$ cat config.mk
export PLATFORM = sky130hd
export DESIGN_NAME = sgsu_height_ram
export DESIGN_NICKNAME = d
export VERILOG_FILES = /design/src/hdl/sgsu_pkg.sv /design/src/hdl/sgsu_height_ram.sv
export SDC_FILE = /design/constraint.sdc
export NUM_CORES = 2
export LEC_CHECK = 0
export BUFFER_PORTS_ARGS = -buffer_cell sky130_fd_sc_hd__buf_2
export CAP_MARGIN = 40
export CORE_ASPECT_RATIO = 1.1
export CORE_MARGIN = 1
export CORE_UTILIZATION = 40
export DETAILED_ROUTE_END_ITERATION = 16
export PLACE_DENSITY = 0.61
export SYNTH_ARGS = -nofsm -noshare
export SYNTH_HDL_FRONTEND = slang
export SYNTH_SLANG_ARGS = --single-unit
$ cat constraint.sdc
create_clock -name clk -period 2.85 [get_ports clk]
set_input_delay 0.4275 -clock clk [delete_from_list [all_inputs] [get_ports clk]]
set_output_delay 0.4275 -clock clk [all_outputs]
set_load 0.02 [all_outputs]
$ cat src/hdl/sgsu_pkg.sv
// ----------------------------------------------------------------------------
// sgsu_pkg: shared types and constants for the surface growth site update block
// Holds the word structs, register indexes and the feedback set table.
// ----------------------------------------------------------------------------
package sgsu_pkg;

    localparam int MaxSites   = 256;
    localparam int HeightBits = 16;
    localparam int AddrBits   = $clog2(MaxSites);
    localparam logic [HeightBits-1:0] HeightMax = {HeightBits{1'b1}};

    localparam logic [2:0] CfgSites     = 3'd0;
    localparam logic [2:0] CfgDeposit   = 3'd1;
    localparam logic [2:0] CfgAvalanche = 3'd2;
    localparam logic [2:0] CfgFeedback  = 3'd3;
    localparam logic [2:0] CfgStyle     = 3'd4;
    localparam logic [2:0] CfgCut       = 3'd5;

    localparam logic [2:0] ActNone      = 3'd0;
    localparam logic [2:0] ActDeposit   = 3'd1;
    localparam logic [2:0] ActAvalanche = 3'd2;
    localparam logic [2:0] ActRead      = 3'd3;
    localparam logic [2:0] ActError     = 3'd4;

    localparam logic [0:0] OpUpdate = 1'b0;

    typedef struct packed {
        logic        op;
        logic [7:0]  site;
        logic [15:0] draw;
    } item_t;

    typedef struct packed {
        logic [2:0]  action;
        logic [2:0]  shape_kind;
        logic [15:0] height;
        logic [7:0]  avalanche_size;
    } result_t;

    // Bit k set means shape kind k is in the feedback set.
    function automatic logic [7:0] feedback_set(input logic [4:0] mode);
        logic [7:0] s;
        case (mode)
            5'd0:  s = 8'h02; 5'd1:  s = 8'h06; 5'd2:  s = 8'h0A; 5'd3:  s = 8'h12;
            5'd4:  s = 8'h22; 5'd5:  s = 8'h42; 5'd6:  s = 8'h0E; 5'd7:  s = 8'h16;
            5'd8:  s = 8'h26; 5'd9:  s = 8'h46; 5'd10: s = 8'h1A; 5'd11: s = 8'h2A;
            5'd12: s = 8'h4A; 5'd13: s = 8'h32; 5'd14: s = 8'h52; 5'd15: s = 8'h62;
            5'd16: s = 8'h1E; 5'd17: s = 8'h2E; 5'd18: s = 8'h4E; 5'd19: s = 8'h36;
            5'd20: s = 8'h56; 5'd21: s = 8'h66; 5'd22: s = 8'h3A; 5'd23: s = 8'h5A;
            5'd24: s = 8'h6A; 5'd25: s = 8'h72; 5'd26: s = 8'h3E; 5'd27: s = 8'h5E;
            5'd28: s = 8'h6E; 5'd29: s = 8'h76; 5'd30: s = 8'h7A;
            default: s = 8'h00;
        endcase
        return s;
    endfunction

    // Classifies the three-site shape a, b, c around center b; 0 when none.
    function automatic logic [2:0] classify(input logic [HeightBits-1:0] a,
                                            input logic [HeightBits-1:0] b,
                                            input logic [HeightBits-1:0] c);
        logic l_eq, l_up, l_dn, r_eq, r_up, r_dn;
        logic [2:0] k;
        l_eq = (a == b);
        l_up = (a == b + HeightBits'(1)) && (b != HeightMax);
        l_dn = (b == a + HeightBits'(1)) && (a != HeightMax);
        r_eq = (c == b);
        r_up = (c == b + HeightBits'(1)) && (b != HeightMax);
        r_dn = (b == c + HeightBits'(1)) && (c != HeightMax);
        if (l_eq && r_eq)                              k = 3'd1;
        else if (l_dn && r_dn)                         k = 3'd2;
        else if (l_up && r_up)                         k = 3'd3;
        else if ((l_eq && r_up) || (l_up && r_eq))     k = 3'd4;
        else if ((l_eq && r_dn) || (l_dn && r_eq))     k = 3'd5;
        else if ((l_dn && r_up) || (l_up && r_dn))     k = 3'd6;
        else                                           k = 3'd0;
        return k;
    endfunction

endpackage

$ cat src/hdl/sgsu_height_ram.sv
// ----------------------------------------------------------------------------
// sgsu_height_ram: height store with one write and one registered read port
// ----------------------------------------------------------------------------
module sgsu_height_ram (
    input  logic                              clk,
    input  logic                              we,
    input  logic [sgsu_pkg::AddrBits-1:0]     waddr,
    input  logic [sgsu_pkg::HeightBits-1:0]   wdata,
    input  logic [sgsu_pkg::AddrBits-1:0]     raddr,
    output logic [sgsu_pkg::HeightBits-1:0]   rdata
);

    logic [sgsu_pkg::HeightBits-1:0] mem [sgsu_pkg::MaxSites];

    always_ff @(posedge clk)
    begin
        if (we)
        begin
            mem[waddr] <= wdata;
        end
        rdata <= mem[raddr];
    end

endmodule

==> flow_metrics.env <==
export IMPL_p_sw_share_pct=21.39
export IMPL_setup_violations=1
export IMPL_detailedPlace_worstSlack_ns=-0.8246
export IMPL_placeableCoreArea_sq_um=394800
export IMPL_chipWidth_um=602.6
export IMPL_classification_of_the_worst_setup_path="in -> reg"
export IMPL_post_synth_instance_area_sq_um=158700
export IMPL_comb_power_share_pct=5.6
export IMPL_overflow=0
export IMPL_drt_drc_violations_left=0
export IMPL_die_h_um=662.7
export IMPL_fin_crit_ns=2.872
export IMPL_total_nets_final=8432
export IMPL_antenna_found_initial=31
export IMPL_post_synth_inst_count=7360
export IMPL_areaGrowthSynthToFinish_pct=17.93
export IMPL_synth_enable_flop_cells=4096
export IMPL_power_frac_seq_pct=52.6
export IMPL_min_from="waddr[2]"
export IMPL_largest_net_degree_at_the_start_of_global_routing=113
export IMPL_failed_checks="setup timing"
export IMPL_slew_headroom_pct=39.44
export IMPL_layout_area_seq_sq_um=123300
export IMPL_cells_on_worst_reg2reg_path=8
export IMPL_number_of_vias_per_cell_after_detailed_routing=5.764
export IMPL_timing_final_crit_share_pct=100.8
export IMPL_post_place_cells=13213
export IMPL_max_root_sink_buffers=4
export IMPL_final_hold_worst_slack_ns=0.1744
export IMPL_cap_viol_max_count=0
export IMPL_globalRouteTotalUtil_pct=21.31
export IMPL_synth_most_common_cell="edfxtp_1"
export IMPL_post_drt_wl_per_cell_um=30.88
export IMPL_tritoncts="built"
export IMPL_timing_critical_path_from_type="input port"
export IMPL_start_util_pct=40.20
export IMPL_post_synth_num_cell_types=52
export IMPL_async_set_reset_flop_share_out_of_synthesis_pct=0
export IMPL_drt_total_wl_mm=431.7
export IMPL_cts_clk_slew_worst_paths_ns=0.06
export IMPL_number_of_global_route_vias_before_repair=81006
export IMPL_io_pins=50
export IMPL_synth_area_leader_cell="edfxtp_1"
export IMPL_result_of_the_run="finished with violations"
export IMPL_firstDrtPassIters=6
export IMPL_place_hpwl_mm=271.3
export IMPL_avgSynthCellArea_sq_um=21.56
export IMPL_synth_sequential_area_ratio_pct=77.70
export IMPL_setup_worst_path_end_class="flop"
export IMPL_cts_buffers_inserted=413
export IMPL_synth_top_cells_by_count="edfxtp_1 (4,096), mux4_2 (797), mux2i_1 (565)"
export IMPL_detailroute_via_count=80599
export IMPL_layout_cells_sized_above_1_pct=30.28
export IMPL_worst_skew_pair_late_latency_ns=0.98
export IMPL_part_of_the_power_in_the_clock_network_pct=41.7
export IMPL_startpoint="raddr[0]"
export IMPL_leakage_dissipation_nw=60.23
export IMPL_ctsRootBufferMaster="clkbuf_16"
export IMPL_final_setup_worst_slack_ns=-0.02179
export IMPL_r2r_slack_ns=0.05
export IMPL_synth_nets=7394
export IMPL_htree_levels=5
export IMPL_worst_r2r_endpoint="rdata[10]$_DFF_P_"
export IMPL_cp_required_ns=3.72
export IMPL_max_clock_freq_mhz=348.2
export IMPL_antenna_left=0
export IMPL_synth_warning_count=0
export IMPL_power_net_switching_mw=27.16
export IMPL_hold_class="in -> reg"
export IMPL_cts_sinks=4112
export IMPL_drt_iter0_markers=9964
export IMPL_whs_path_depth=4
export IMPL_cp_max_fo=41
export IMPL_design_die_area_sq_um=399300
export IMPL_worstPathArrival_ns=3.74
export IMPL_slew_violations=0
export IMPL_fin_setup_tns_ns=-0.02179
export IMPL_setup_repair_after_global_routing_missed_its_margin="no"
export IMPL_power_report_internal_total_mw=99.77
export IMPL_grt_pass1_wl_mm=608.8
export IMPL_whs_endpoint="mem[189][5]$_DFFE_PP_"
export IMPL_regToRegStartpoint="mem[134][10]$_DFFE_PP_"
export IMPL_finalHoldViolations=0
export IMPL_ir_worst_vdd_mv=0.5246
export IMPL_worst_slew_pin_slew_ns=0.9050
export IMPL_flip_flop_and_latch_count_after_synthesis=4112
export IMPL_fill_cells=32049
export IMPL_yosys_most_used_dff="edfxtp_1"
export IMPL_multi_input_area_sq_um=33050
export IMPL_final_setup_skew_ns=0.06909
export IMPL_power_per_cell_area_nw_per_um2=678.1
export IMPL_row_count=242
export IMPL_finish_cell_count_without_fillers=13982
export IMPL_overall_power_consumption_mw=126.9
export IMPL_yosys_top_cells_area="edfxtp_1 (77%), mux4_2 (11%), mux2i_1 (3.6%)"
export IMPL_globalplace_congestion=0.8889
export IMPL_buffer_ports_inserted=49
export IMPL_fraction_of_post_synthesis_cell_area_in_the_top_cell_type_by_area_pct=77.50
sequential cells by signal, indices dropped and copies added (netlist names):
| signal | cells |
|---|---|
| mem | 4096 |
| rdata | 16 |
area by class of cell:
cell class / instances / area share (%)
clock buffer: 516 / 5.810
antenna: 11 / 0.01471
multi-input combinational: 2792 / 17.66
tap: 5246 / 3.507
clock inverter: 226 / 1.215
sequential: 4112 / 65.88
timing repair buffer: 1075 / 5.897
inverter: 4 / 0.01471
cell families after synthesis:
family / after synthesis / share of synthesized area, %
muxes: 1450 / 15.50
AOI/OAI and AO/OA: 786 / 3.537
buffers and inverters: 456 / 1.693
and+or+nand+nor: 556 / 1.574
DFF: 4112 / 77.70
through the flow:
step,util [%],area (sq um)
3_5_place_dp,44.03,173800
2_1_floorplan,-,158700
5_1_grt,47.40,187200
4_1_cts,47.40,187100
3_3_place_gp,44.03,173800
6_report,47.41,187200
what timing repair did:
| item | CTS | global route |
|---|---|---|
| setup buffers | 0 | 0 |
| hold buffers | 16 | 0 |
| resized for setup | 0 | 0 |
| hold endpoints to repair | 642 | 0 |
critical path: stages:
cell and delay, ns:
buf_12 0.20, buf_4 0.28, buf_12 0.20, buf_12 0.28, buf_4 0.29, mux4_2 0.25, a21oi_1 0.08, o21ai_0 0.70
nand4_1 0.54, nor4_1 0.34
cell usage in the layout, fill, tap and decap left out, types with 10 or more instances in the layout:
master	instances
buf_12	229
dfxtp_1	16
o22ai_1	148
clkbuf_8	10
nand2_1	38
a211oi_1	18
dlygate4sd3_1	16
mux4_2	797
nor2_2	100
diode_2	11
clkinv_8	10
nor4_1	17
nor2_1	204
o31ai_1	16
nand4_1	26
inv_6	11
buf_2	30
bufinv_16	37
nor3_1	90
o221ai_1	252
buf_8	17
buf_4	781
o21ai_0	37
a21oi_1	175
mux2_2	88
a22o_1	32
and3_1	11
a22oi_1	43
mux2i_1	565
clkinv_1	80
edfxtp_1	4096
clkbuf_1	91
a221oi_1	28
clkbuf_16	416
nand3_1	26
o32ai_1	20
clkinv_2	70
layer usage:
layer | GRT usage (%) | vias up | part of all wire [%]
met3 | 3.701 | 632 | 8.2
met5 | 0 | - | 0.022
li1 | - | 33422 | -
met1 | 29.04 | 42927 | 40
met2 | 34.48 | 3604 | 48
met4 | 7.813 | 14 | 4.0
power groups by stage:
| stage | registers, mW | clock network, mW | logic [mW] |
|---|---|---|---|
| after floorplan | 68.0 | 0 | 3.29 |
| after global placement | 68.1 | 0 | 7.03 |
| after detailed placement | 68.1 | 0 | 7.13 |
| after CTS | 66.8 | 53.7 | 7.17 |
| after global routing | 66.8 | 55.9 | 7.44 |
| final | 66.8 | 53.0 | 7.14 |
worst max-delay path by stage:
stage	slack [ns]	to
3_3_place_gp	-1.15	rdata[12]$_DFF_P_
3_5_place_dp	-0.82	rdata[15]$_DFF_P_
6_report	-0.02	rdata[13]$_DFF_P_
2_1_floorplan	0.26	mem[235][0]$_DFFE_PP_
4_1_cts	0.03	rdata[10]$_DFF_P_
5_1_grt	0.02	rdata[7]$_DFF_P_
Note: power is estimated with default switching activity, not from simulation.
